<file path="src/hdl/blss_pkg.sv">
// shared types and constants of the bounded stack with dump and search
package blss_pkg;

  // fixed field widths
  localparam int unsigned MODE_W   = 2;
  localparam int unsigned VALUE_W  = 32;
  localparam int unsigned STATUS_W = 2;
  localparam int unsigned POS_W    = 5;
  localparam int unsigned CAP_W    = 5;

  // capacity after reset
  localparam logic [CAP_W-1:0] CAP_RESET = 5'd16;

  // register index carried on paddr[2]
  localparam logic REG_CAPACITY = 1'b0;

  // operation of an input beat
  typedef enum logic [MODE_W-1:0] {
    MODE_PUSH   = 2'd0,
    MODE_POP    = 2'd1,
    MODE_DUMP   = 2'd2,
    MODE_SEARCH = 2'd3
  } mode_e;

  // status of a result beat
  typedef enum logic [STATUS_W-1:0] {
    ST_OK    = 2'd0,
    ST_OVER  = 2'd1,
    ST_UNDER = 2'd2
  } status_e;

  // one result beat
  typedef struct packed {
    status_e              status;
    logic [VALUE_W-1:0]   item_value;
    logic [POS_W-1:0]     position;
    logic [POS_W-1:0]     match_count;
    logic                 found;
    logic                 is_full;
    logic                 is_empty;
    logic                 last;
  } res_t;

endpackage

</file>
<file path="src/hdl/blss_mem.sv">
// stack entry storage: one write port, one read port, registered read data
module blss_mem #(
  parameter int unsigned DEPTH = 16,
  localparam int unsigned AddrW = (DEPTH > 1) ? $clog2(DEPTH) : 1
) (
  input  logic              clk_i,
  input  logic              we_i,
  input  logic [AddrW-1:0]  waddr_i,
  input  logic [31:0]       wdata_i,
  input  logic              re_i,
  input  logic [AddrW-1:0]  raddr_i,
  output logic [31:0]       rdata_o
);

  logic [31:0] mem_q [DEPTH];
  logic [31:0] rdata_q;

  // write port
  always_ff @(posedge clk_i) begin
    if (we_i) begin
      mem_q[waddr_i] <= wdata_i;
    end
  end

  // read port, data holds until the next read
  always_ff @(posedge clk_i) begin
    if (re_i) begin
      rdata_q <= mem_q[raddr_i];
    end
  end

  assign rdata_o = rdata_q;

endmodule

</file>
<file path="src/hdl/blss_ctrl.sv">
// stack sequencer: fill count, entry walk for dump and search, result register
module blss_ctrl import blss_pkg::*; #(
  parameter int unsigned DEPTH = 16,
  localparam int unsigned AddrW = (DEPTH > 1) ? $clog2(DEPTH) : 1
) (
  input  logic                clk_i,
  input  logic                rst_ni,
  // command beats
  input  logic                in_valid_i,
  output logic                in_ready_o,
  input  logic [MODE_W-1:0]   in_mode_i,
  input  logic [VALUE_W-1:0]  in_value_i,
  // capacity register
  input  logic [CAP_W-1:0]    cap_i,
  // memory ports
  output logic                mem_we_o,
  output logic [AddrW-1:0]    mem_waddr_o,
  output logic [VALUE_W-1:0]  mem_wdata_o,
  output logic                mem_re_o,
  output logic [AddrW-1:0]    mem_raddr_o,
  input  logic [VALUE_W-1:0]  mem_rdata_i,
  // result beats
  output logic                res_valid_o,
  input  logic                res_ready_i,
  output res_t                res_o
);

  localparam int unsigned CntW = $clog2(DEPTH + 1);
  localparam int unsigned CmpW = (CntW > POS_W) ? CntW : POS_W;

  typedef enum logic [1:0] {
    S_IDLE,
    S_EMIT,
    S_WALK,
    S_FINAL
  } state_e;

  state_e              state_q, state_d;
  mode_e               mode_q, mode_d;
  logic [VALUE_W-1:0]  key_q, key_d;
  logic [CntW-1:0]     fill_q, fill_d;
  logic [CntW-1:0]     k_q, k_d;
  logic [CntW-1:0]     ptr_q, ptr_d;
  logic [CntW-1:0]     cnt_q, cnt_d;
  status_e             pend_status_q, pend_status_d;
  logic [VALUE_W-1:0]  pend_item_q, pend_item_d;
  logic                pend_mem_q, pend_mem_d;
  logic                pend_pos_q, pend_pos_d;
  logic                out_valid_q, out_valid_d;
  res_t                out_q, out_d;

  logic [CmpW-1:0]     cap_ext;
  logic [CmpW-1:0]     eff_cap;
  logic                is_full;
  logic                is_empty;
  logic                slot_free;
  logic [CntW-1:0]     fill_m1;
  logic [CntW-1:0]     ptr_m1;
  logic [CntW-1:0]     k_inc;
  logic                last_elem;
  logic                is_match;
  logic                need_out;

  // effective capacity: zero acts as one, above depth acts as depth
  always_comb begin
    cap_ext = CmpW'(cap_i);
    if (cap_ext == '0) begin
      eff_cap = CmpW'(1);
    end else if (cap_ext > CmpW'(DEPTH)) begin
      eff_cap = CmpW'(DEPTH);
    end else begin
      eff_cap = cap_ext;
    end
  end

  assign is_full   = CmpW'(fill_q) >= eff_cap;
  assign is_empty  = (fill_q == '0);
  assign slot_free = !out_valid_q || res_ready_i;
  assign fill_m1   = fill_q - CntW'(1);
  assign ptr_m1    = ptr_q - CntW'(1);
  assign k_inc     = k_q + CntW'(1);
  assign last_elem = (k_inc == fill_q);
  assign is_match  = (mem_rdata_i == key_q);
  assign need_out  = (mode_q == MODE_DUMP) || is_match;

  // next state and memory requests
  always_comb begin
    state_d       = state_q;
    mode_d        = mode_q;
    key_d         = key_q;
    fill_d        = fill_q;
    k_d           = k_q;
    ptr_d         = ptr_q;
    cnt_d         = cnt_q;
    pend_status_d = pend_status_q;
    pend_item_d   = pend_item_q;
    pend_mem_d    = pend_mem_q;
    pend_pos_d    = pend_pos_q;
    out_valid_d   = out_valid_q && !res_ready_i;
    out_d         = out_q;
    in_ready_o    = 1'b0;
    mem_we_o      = 1'b0;
    mem_waddr_o   = fill_q[AddrW-1:0];
    mem_wdata_o   = in_value_i;
    mem_re_o      = 1'b0;
    mem_raddr_o   = fill_m1[AddrW-1:0];

    case (state_q)
      S_IDLE: begin
        in_ready_o = 1'b1;
        if (in_valid_i) begin
          mode_d        = mode_e'(in_mode_i);
          key_d         = in_value_i;
          k_d           = '0;
          cnt_d         = '0;
          pend_status_d = ST_OK;
          pend_item_d   = '0;
          pend_mem_d    = 1'b0;
          pend_pos_d    = 1'b0;
          state_d       = S_EMIT;
          if (mode_e'(in_mode_i) == MODE_PUSH) begin
            if (is_full) begin
              pend_status_d = ST_OVER;
            end else begin
              mem_we_o    = 1'b1;
              fill_d      = fill_q + CntW'(1);
              pend_item_d = in_value_i;
              pend_pos_d  = 1'b1;
            end
          end else if (is_empty) begin
            pend_status_d = ST_UNDER;
          end else begin
            // top entry read for pop, dump and search alike
            mem_re_o = 1'b1;
            if (mode_e'(in_mode_i) == MODE_POP) begin
              fill_d     = fill_m1;
              pend_mem_d = 1'b1;
              pend_pos_d = 1'b1;
            end else begin
              ptr_d   = fill_m1;
              state_d = S_WALK;
            end
          end
        end
      end

      // single result of push, pop, overflow or underflow
      S_EMIT: begin
        if (slot_free) begin
          out_valid_d       = 1'b1;
          out_d.status      = pend_status_q;
          out_d.item_value  = pend_mem_q ? mem_rdata_i : pend_item_q;
          out_d.position    = pend_pos_q ? POS_W'(1) : '0;
          out_d.match_count = '0;
          out_d.found       = 1'b0;
          out_d.is_full     = is_full;
          out_d.is_empty    = is_empty;
          out_d.last        = 1'b1;
          state_d           = S_IDLE;
        end
      end

      // one entry per cycle from the top, stalls only when a beat is due
      S_WALK: begin
        if (!need_out || slot_free) begin
          if (need_out) begin
            out_valid_d       = 1'b1;
            out_d.status      = ST_OK;
            out_d.item_value  = mem_rdata_i;
            out_d.position    = POS_W'(CmpW'(k_inc));
            out_d.match_count = '0;
            out_d.found       = 1'b0;
            out_d.is_full     = is_full;
            out_d.is_empty    = is_empty;
            out_d.last        = (mode_q == MODE_DUMP) && last_elem;
          end
          if ((mode_q == MODE_SEARCH) && is_match) begin
            cnt_d = cnt_q + CntW'(1);
          end
          if (last_elem) begin
            state_d = (mode_q == MODE_DUMP) ? S_IDLE : S_FINAL;
          end else begin
            mem_re_o    = 1'b1;
            mem_raddr_o = ptr_m1[AddrW-1:0];
            ptr_d       = ptr_m1;
            k_d         = k_inc;
          end
        end
      end

      // closing search beat with the match count
      S_FINAL: begin
        if (slot_free) begin
          out_valid_d       = 1'b1;
          out_d.status      = ST_OK;
          out_d.item_value  = '0;
          out_d.position    = '0;
          out_d.match_count = POS_W'(CmpW'(cnt_q));
          out_d.found       = (cnt_q != '0);
          out_d.is_full     = is_full;
          out_d.is_empty    = is_empty;
          out_d.last        = 1'b1;
          state_d           = S_IDLE;
        end
      end

      default: begin
        state_d = S_IDLE;
      end
    endcase
  end

  // state and registered outputs
  always_ff @(posedge clk_i or negedge rst_ni) begin
    if (!rst_ni) begin
      state_q     <= S_IDLE;
      fill_q      <= '0;
      out_valid_q <= 1'b0;
    end else begin
      state_q     <= state_d;
      fill_q      <= fill_d;
      out_valid_q <= out_valid_d;
    end
  end

  // payload and walk registers
  always_ff @(posedge clk_i) begin
    mode_q        <= mode_d;
    key_q         <= key_d;
    k_q           <= k_d;
    ptr_q         <= ptr_d;
    cnt_q         <= cnt_d;
    pend_status_q <= pend_status_d;
    pend_item_q   <= pend_item_d;
    pend_mem_q    <= pend_mem_d;
    pend_pos_q    <= pend_pos_d;
    out_q         <= out_d;
  end

  assign res_valid_o = out_valid_q;
  assign res_o       = out_q;

endmodule

</file>
<file path="src/hdl/bounded_lifo_stack_search_top.sv">
// top level of the bounded stack with dump and search
//
//  channel   dir  handshake                 payload
//  s_axis    in   s_axis_tvalid/tready      tdata value, tuser mode
//  m_axis    out  m_axis_tvalid/tready      tdata result fields, tuser status, tlast
//  apb       in   psel/penable, pready=1    capacity at byte address 0
//
// push, pop, overflow and underflow pass through the emit state before the next accept.
// the entry memory has registered read data, which the dump and search walk covers by
// reading the next entry while the current one is emitted. a result waiting in the
// output register does not block the next command beat; the walk pauses only when a
// beat is due and the register is still full. reset clears the fill count, no entries
// are held, capacity returns to 16.
module bounded_lifo_stack_search_top import blss_pkg::*; #(
  parameter int unsigned DEPTH = 16
) (
  input  logic         clk_i,
  input  logic         rst_ni,
  // command beats
  input  logic         s_axis_tvalid,
  output logic         s_axis_tready,
  input  logic [31:0]  s_axis_tdata,   // [31:0] value
  input  logic [1:0]   s_axis_tuser,   // [1:0] mode
  // result beats
  output logic         m_axis_tvalid,
  input  logic         m_axis_tready,
  output logic [47:0]  m_axis_tdata,   // [31:0] item_value, [36:32] position,
                                       // [41:37] match_count, [42] found,
                                       // [43] is_full, [44] is_empty, [47:45] zero
  output logic [1:0]   m_axis_tuser,   // [1:0] status
  output logic         m_axis_tlast,   // last
  // configuration
  input  logic         psel,
  input  logic         penable,
  input  logic         pwrite,
  input  logic [2:0]   paddr,
  input  logic [31:0]  pwdata,
  output logic [31:0]  prdata,
  output logic         pready
);

  localparam int unsigned AddrW = (DEPTH > 1) ? $clog2(DEPTH) : 1;

  logic [CAP_W-1:0]    cap_q;
  logic                cfg_wr;
  logic                mem_we;
  logic [AddrW-1:0]    mem_waddr;
  logic [VALUE_W-1:0]  mem_wdata;
  logic                mem_re;
  logic [AddrW-1:0]    mem_raddr;
  logic [VALUE_W-1:0]  mem_rdata;
  res_t                res;

  // capacity register
  assign pready = 1'b1;
  assign cfg_wr = psel && penable && pwrite && pready && (paddr[2] == REG_CAPACITY);

  always_ff @(posedge clk_i or negedge rst_ni) begin
    if (!rst_ni) begin
      cap_q <= CAP_RESET;
    end else if (cfg_wr) begin
      cap_q <= pwdata[CAP_W-1:0];
    end
  end

  assign prdata = (paddr[2] == REG_CAPACITY) ? {{(32 - CAP_W){1'b0}}, cap_q} : '0;

  // sequencer
  blss_ctrl #(
    .DEPTH (DEPTH)
  ) u_ctrl (
    .clk_i       (clk_i),
    .rst_ni      (rst_ni),
    .in_valid_i  (s_axis_tvalid),
    .in_ready_o  (s_axis_tready),
    .in_mode_i   (s_axis_tuser),
    .in_value_i  (s_axis_tdata),
    .cap_i       (cap_q),
    .mem_we_o    (mem_we),
    .mem_waddr_o (mem_waddr),
    .mem_wdata_o (mem_wdata),
    .mem_re_o    (mem_re),
    .mem_raddr_o (mem_raddr),
    .mem_rdata_i (mem_rdata),
    .res_valid_o (m_axis_tvalid),
    .res_ready_i (m_axis_tready),
    .res_o       (res)
  );

  // entry memory
  blss_mem #(
    .DEPTH (DEPTH)
  ) u_mem (
    .clk_i   (clk_i),
    .we_i    (mem_we),
    .waddr_i (mem_waddr),
    .wdata_i (mem_wdata),
    .re_i    (mem_re),
    .raddr_i (mem_raddr),
    .rdata_o (mem_rdata)
  );

  // result beat packing
  assign m_axis_tdata = {3'b000, res.is_empty, res.is_full, res.found,
                         res.match_count, res.position, res.item_value};
  assign m_axis_tuser = res.status;
  assign m_axis_tlast = res.last;

  // a command beat always leaves the sequencer busy in the cycle after it is accepted
  a_busy_after_accept: assert property (@(posedge clk_i) disable iff (!rst_ni)
    s_axis_tvalid && s_axis_tready |=> !s_axis_tready)
    else $error("command accepted in the cycle after a command beat");

  // effective capacity is at least one, so full and empty never meet
  a_full_empty: assert property (@(posedge clk_i) disable iff (!rst_ni)
    m_axis_tvalid |-> !(m_axis_tdata[43] && m_axis_tdata[44]))
    else $error("result beat flags full and empty together");

  // overflow is only reported on a full stack, as a single beat
  a_over_full: assert property (@(posedge clk_i) disable iff (!rst_ni)
    m_axis_tvalid && (m_axis_tuser == ST_OVER) |-> m_axis_tdata[43] && m_axis_tlast)
    else $error("overflow beat without full flag or last");

  // underflow is only reported on an empty stack, with no data
  a_under_empty: assert property (@(posedge clk_i) disable iff (!rst_ni)
    m_axis_tvalid && (m_axis_tuser == ST_UNDER)
      |-> m_axis_tdata[44] && m_axis_tlast && (m_axis_tdata[31:0] == 32'd0))
    else $error("underflow beat with data or without empty flag");

endmodule

</file>
<file path="config.mk">
export PLATFORM = sky130hd
export DESIGN_NAME = bounded_lifo_stack_search_top
export DESIGN_NICKNAME = d
export VERILOG_FILES = /design/src/hdl/blss_pkg.sv /design/src/hdl/blss_mem.sv /design/src/hdl/blss_ctrl.sv /design/src/hdl/bounded_lifo_stack_search_top.sv
export SDC_FILE = /design/constraint.sdc
export NUM_CORES = 1
export LEC_CHECK = 0
export BUFFER_PORTS_ARGS = -buffer_cell sky130_fd_sc_hd__buf_2
export CAP_MARGIN = 20
export CORE_UTILIZATION = 61
export DETAILED_ROUTE_END_ITERATION = 12
export PLACE_DENSITY_LB_ADDON = 0.15
export SYNTH_ARGS = -nofsm -noshare
export SYNTH_HDL_FRONTEND = slang
export SYNTH_SLANG_ARGS = --single-unit
</file>
<file path="constraint.sdc">
create_clock -name clk_i -period 5.9 [get_ports clk_i]
set_clock_uncertainty 0.15 [all_clocks]
set_input_delay 0.295 -clock clk_i [delete_from_list [all_inputs] [get_ports clk_i]]
set_output_delay 0.295 -clock clk_i [all_outputs]
set_load 0.005 [all_outputs]
</file>
---- After elaboration in Yosys (flattened, before gate mapping) ----
Memory sizes are Yosys's and may differ from the RTL's. A register that Yosys moved wholly into a read port is not among the register bits.
Index checks and enable logic that the tools add are counted.
word-level totals
  input bits .............................. 76
  memories ................................ 1
  RAM bits ................................ 512
  word-level logic and storage cells ...... 145
  register bits after elaboration ......... 146
  output and inout bits ................... 86
memory list
  memory       words  width  read ports  clocked after memory_dff  write ports  RTL line        RTL
  u_mem.mem_q  16     32     1           1                         1            blss_mem.sv:15  logic [31:0] mem_q [DEPTH];
cells by class
  order comparisons ....................... 2
  reduce and logical (&&, ||, !) cells .... 29
  eq/ne operators ......................... 22
  add/sub/neg operators ................... 5
  mux-type cells .......................... 63
  bitwise operators ....................... 2
operator list
  operator                                               count
  2-to-1 mux 48 bit                                      4
  one-hot mux 48 bit (3 select lines)                    1
  2-to-1 mux 5 bit                                       18
  equality test 32 bit                                   1
  2-to-1 mux 32 bit                                      1
  one-hot mux 5 bit (2 select lines)                     3
  2-to-1 mux 1 bit                                       20
  2-to-1 mux 2 bit                                       10
  adder 5 x 1 -> 5 bit (second input constant)           3
  != test 2 x 1 -> 1 bit (second input constant)         7
  != test 2 bit (second input constant)                  7
  2-to-1 mux 4 bit                                       3
  AND reduction 4 bit                                    3
  logical NOT 5 bit                                      2
  AND reduction 5 bit                                    2
  subtractor 5 x 1 -> 5 bit (second input constant)      2
  equality test 2 bit (second input constant)            4
  AND reduction 7 bit                                    1
  logical AND 1 bit                                      6
  one-hot mux 2 bit (3 select lines)                     1
  equality test 5 bit                                    1
  >= comparator 5 bit                                    1
  greater-than comparator 5 bit (second input constant)  1
  nonzero test 5 bit                                     1
  other kinds (10)                                       20

---- Depth between registers and ports, before layout ----
  word-level depth ........................ 10
  depth in mapped cells ................... 13
  gate-level depth less buffers ........... 13

---- Hierarchy ----
Synthesis repeated with hierarchy kept, for this count alone.
second synthesis, totals
  cell total of the unflattened synthesis .. 1348
  area, all modules ....................... 27043.4 sq um
modules (own cells, without submodules)
  module                         cells each  instances  seq. area each (sq um)  area an instance (sq um)
  blss_mem                       838         1          16335.7                 20155.6
  blss_ctrl                      461         1          4164.0                  6397.4
  bounded_lifo_stack_search_top  49          1          126.4                   490.5

---- Worst setup path before layout ----
No wires, ideal clock.
  path type ............................... flip-flop to flip-flop
  start point ............................. register u_ctrl.state_q[1]
  end point ............................... memory u_mem.mem_q[15][0] (enable)
  arrival time ............................ 4.167 ns
  period minus slack after synthesis ...... 4.738 ns
  required time ........................... 5.329 ns
  path buffers ............................ 1
  setup time .............................. 0.421 ns
  cell stages (with the launch flop) ...... 8
  setup slack ............................. 1.162 ns
  cell sequence ........................... dfrtp_1 -> clkbuf_1 -> nor2_1 -> nand2_1 -> inv_1 -> and3_1 -> nand2_1 -> nor2_1
on the way
  longest elaborated chain between the ends .. 4
ends and longest elaborated chain
  element                                 RTL line          RTL
  start, declared                         blss_ctrl.sv:38   state_e state_q, state_d;
  start signal, assigned                  blss_ctrl.sv:220  state_q <= state_d;
  logical NOT 2 bit                       blss_ctrl.sv:108  case (state_q)
  2-to-1 mux 1 bit                        blss_ctrl.sv:108
  2-to-1 mux 1 bit                        blss_mem.sv:20    if (we_i) begin
  2-to-1 mux 1 bit (implied by the code)  blss_mem.sv:21    mem_q[waddr_i] <= wdata_i;
  end, declared                           blss_mem.sv:15
Every way passes these cells.

---- Final worst setup path ----
  start point ............................. register u_mem.rdata_q[0], in the netlist u_mem.rdata_o[0] (read register of u_mem.mem_q)
  end point ............................... register u_mem.rdata_q[21], in the netlist u_mem.rdata_o[21] (read register of u_mem.mem_q), data pin
on the way
  longest elaborated chain between the ends .. 6
  elaborated cells between the ends (all ways) .. 8
  those cells by class .................... 1 x eq/ne; 4 x mux; 3 x reduce/logical
ends and longest elaborated chain
  element                                                                 RTL line          RTL
  start, declared                                                         blss_mem.sv:16    logic [31:0] rdata_q;
  equality test 32 bit *                                                  blss_ctrl.sv:83   assign is_match = (mem_rdata_i == key_q);
  logical OR 1 bit *                                                      blss_ctrl.sv:84   assign need_out = (mode_q == MODE_DUMP) || is_match;
  logical NOT 1 bit *                                                     blss_ctrl.sv:165  if (!need_out || slot_free) begin
  logical OR 1 bit *                                                      blss_ctrl.sv:165
  2-to-1 mux 1 bit or 2-to-1 mux 4 bit (tied branches)                    blss_ctrl.sv:165
  one-hot mux 1 bit (2 select lines) or 2-to-1 mux 4 bit (tied branches)  blss_ctrl.sv:108
Mark *: on every way between the ends. The rest lies on a longest branch, timed or not.
A chain may end at the register's enable or synchronous reset.

==> impl_metrics.py <==
metrics = {
    "status": {
        "status": "completed",
    },
    "timing": {
        "worstMarginPinSlew_ns": 1.11,
        "period_share": 0.789,
        "post-route-min-period_ns": 4.66,
        "hold_viol": 0,
        "relSlewSlack": 0.261,
        "rsz0062_at_grt": "no",
        "finalSetupViolations": 0,
        "setup-tns-final_ns": 0,
        "final_max_slew_viol_count": 0,
        "max_freq_ghz": 0.215,
        "finalWorstSetupSlack_ns": 1.24,
    },
    "clock_network": {
        "clock_latency_ns": 0.60,
        "clk_pin_slew_ns": 0.06,
        "cts_buffer_depth": 3,
        "cts_root_buf": "clkbuf_16",
        "cts_inserted_buffers": 68,
        "htreeDepth": 3,
        "clock-sinks": 689,
        "cts_tree": "done",
    },
    "route": {
        "wl_microns": 68000,
        "final_antenna_net_count": 0,
        "viasPerCell": 6.54,
        "wire_per_inst_microns": 25.4,
        "drt_iter0_markers": 2293,
        "via_count": 17500,
        "drc": 0,
        "drt_pass1_iterations": 8,
    },
    "pwr": {
        "irDropWorstVdd_mv": 0.661,
        "pwr-share-clk": 0.225,
        "swShare": 0.393,
        "p_leak_nw": 10.7,
        "p_seq_frac": 0.348,
        "p_int_mw": 11.5,
        "p_per_area_mw_per_mm2": 595,
        "combPwrFrac": 0.427,
        "p_switching_mw": 7.41,
    },
    "place": {
        "dp_slack_ns": 1.42,
        "placed_area_sq_mm": 0.0292,
        "dp_hpwl_microns": 37800,
        "io_buffers": 101,
        "gp_congestion": 0.826,
    },
    "job": {
        "cap_violations": 0,
    },
    "cells_and_area": {
        "fin_util": 0.701,
        "syn_to_final_growth_pct": 13.5,
        "final_net_count": 2120,
        "design_area_sq_mm": 0.0318,
        "drive_gt1_frac": 0.141,
    },
    "grt": {
        "grt_pass1_wl_microns": 102000,
        "grt_overflow": 0,
        "antenna_found_initial": 3,
        "track_usage": 0.292,
        "grt_max_degree": 129,
        "grt_pass1_vias": 17000,
    },
    "setup_path": {
        "startpoint_type": "flop",
        "critPathLaunch": "u_mem.rdata_o[0]",
        "path_cells": "xnor2_1, nand4_1, nor4_4, nand3_2, nand3_2, and2_4, a32oi_1, a32oi_1, o221ai_1",
        "cp-endpoint": "u_mem.rdata_o[21]",
        "crit_type": "reg -> reg",
        "critPathMaxFanout": 57,
        "reg2reg_from": "u_mem.rdata_o[0]",
        "cp-end-kind": "flop",
        "reg2reg_depth": 9,
        "crit_slowest_cell": "and2_4",
        "critPathArrivalTime_ns": 4.81,
        "reg2reg_to": "u_mem.rdata_o[21]",
        "r2r_slack_ns": 1.24,
        "max_stage_delay_ns": 0.81,
        "critical_path_required_ns": 6.06,
    },
    "synthesis": {
        "yosysWarnings": 0,
        "ys.flop_type": "edfxtp_1",
        "synth_seq_cells": 689,
        "synth_edf_count": 676,
        "ys_types": 54,
        "synth_cells": 1920,
        "async_flop_share": 0.0189,
        "ys_seq_area_frac": 0.737,
        "avgSynthCellArea_sq_um": 14.6,
        "syn_area_sq_mm": 0.0280,
    },
    "floorplanning": {
        "die_x_microns": 216,
        "die_h_microns": 216,
        "rows": 78,
        "initial_core_util": 0.618,
        "core_area_sq_mm": 0.0453,
        "die_area_sq_mm": 0.0467,
        "ios": 162,
    },
    "hold_path": {
        "hp-class": "in -> reg",
    },
}
==> cell usage after synthesis, types with 6 or more instances <==
library cell / n / area share
buf_2: 51 / 0.0091
a21oi_1: 74 / 0.013
buf_1: 7 / 0.00094
o221ai_1: 32 / 0.010
nand4_1: 9 / 0.0020
dfrtp_1: 12 / 0.011
nor2b_1: 11 / 0.0025
nand2_1: 214 / 0.029
buf_4: 34 / 0.0091
and3_1: 38 / 0.0085
o21ai_1: 13 / 0.0023
a32o_1: 64 / 0.023
edfxtp_1: 676 / 0.73
nor2_1: 46 / 0.0062
inv_1: 12 / 0.0016
ha_1: 14 / 0.0063
nand3_1: 165 / 0.030
xnor2_1: 43 / 0.013
o21ai_0: 122 / 0.022
a32oi_1: 96 / 0.030
clkbuf_1: 82 / 0.011
a22o_1: 32 / 0.010
xor2_1: 6 / 0.0019
nor3_1: 6 / 0.0011
==> critical path, delay by kind of cell (launching register included) <==
kind	cells	cell delay [ns]
compound gates	3	0.86
flops	1	0.42
simple gates	5	2.44
xor+xnor	1	0.47
==> layout by cell type, fill, tap and decap left out, types with 12 or more instances in the layout <==
cell type and count:
buf_2 101, o21ai_0 122, a32o_1 64, dlygate4sd3_1 42
ha_1 14, nand2_1 213, nor2_4 18, conb_1 31
edfxtp_1 676, clkbuf_16 73, a32oi_1 96, nand3_1 164
a21oi_1 72, o221ai_1 32, dfrtp_1 12, nor2_1 27
and3_1 38, clkinv_2 12, clkinv_1 16, buf_4 37
a22o_1 32, xnor2_1 43
==> metrics by stage <==
step	power, mW	cells	hold slack, ns
2_1_floorplan	12.0	1949	-0.151
3_3_place_gp	14.4	2518	0.0560
3_5_place_dp	14.5	2518	0.0579
4_1_cts	18.8	2678	0.0237
5_1_grt	19.7	2678	0.0465
6_report	18.9	2679	0.0423
==> repair_timing <==
action / 4_1_cts / 5_1_grt
buffers inserted: 0 / 0
endpoints found under the setup margin: 0 / 0
resized for setup: 0 / 0
endpoints found under the hold margin: 572 / 0
hold buffers: 42 / 0
==> power groups by stage <==
stage	clock network (mW)	logic [mW]	registers, mW
2_1_floorplan	0	5.44	6.60
3_3_place_gp	0	7.72	6.66
3_5_place_dp	0	7.85	6.68
4_1_cts	4.28	7.93	6.58
5_1_grt	4.47	8.60	6.63
6_report	4.25	8.06	6.58
==> sequential cells by signal, indices dropped and copies added, names as in the netlist <==
| signal | count |
|---|---|
| u_ctrl.state_q | 2 |
| u_ctrl.cnt_q | 5 |
| u_ctrl.res_valid_o | 1 |
| u_ctrl.ptr_q | 4 |
| u_ctrl.res_o | 48 |
| u_mem.mem_q | 512 |
| u_ctrl.pend_item_q | 32 |
| u_mem.rdata_o | 32 |
| u_ctrl.k_q | 5 |
| u_ctrl.fill_q | 5 |
| u_ctrl.pend_status_q | 2 |
| u_ctrl.key_q | 32 |
| u_ctrl.pend_pos_q | 1 |
| u_ctrl.mode_q | 2 |
| u_ctrl.pend_mem_q | 1 |
| cap_q | 5 |
==> layout make-up <==
| class | count | area (sq um) |
|---|---|---|
| well taps | 600 | 751 |
| fillers | 2941 | 13500 |
| diodes | 1 | 2.50 |
| multi-input cells | 1069 | 6750 |
| flip-flops and latches | 689 | 20600 |
| repair buffers | 190 | 1400 |
| clock buffers | 83 | 1860 |
| clock inverters | 35 | 308 |
| inverters | 12 | 45.0 |
==> metal layers <==
layer / part of all wire / vias up / GRT usage
met5: 0 / - / 0
met2: 0.48 / 959 / 0.460
met4: 0.028 / 0 / 0.0984
met3: 0.10 / 150 / 0.0702
met1: 0.39 / 8732 / 0.402
li1: - / 7675 / -
==> logic make-up after synthesis <==
kind of cell | after synthesis | synth area share
simple gates | 516 | 0.0874
mux | 8 | 0.00308
buf+inv | 191 | 0.0336
other cells | 2 | 0.000268
compound gates | 448 | 0.115
flops | 689 | 0.737
xor+xnor | 52 | 0.0179
fa+ha+maj | 14 | 0.00626
==> how the worst min path moves through the flow <==
stage	start	end	slack, ns	cells past startpoint
6_report	s_axis_tvalid	u_ctrl.state_q[1]	0.04	3
5_1_grt	s_axis_tvalid	u_ctrl.state_q[1]	0.05	3
4_1_cts	s_axis_tvalid	u_ctrl.state_q[1]	0.02	3
3_5_place_dp	rst_ni	u_ctrl.res_valid_o	0.06	1
3_3_place_gp	rst_ni	u_ctrl.res_valid_o	0.06	1
2_1_floorplan	rst_ni	cap_q[0]	-0.15	0
Note: power is estimated with default switching activity, not from simulation.
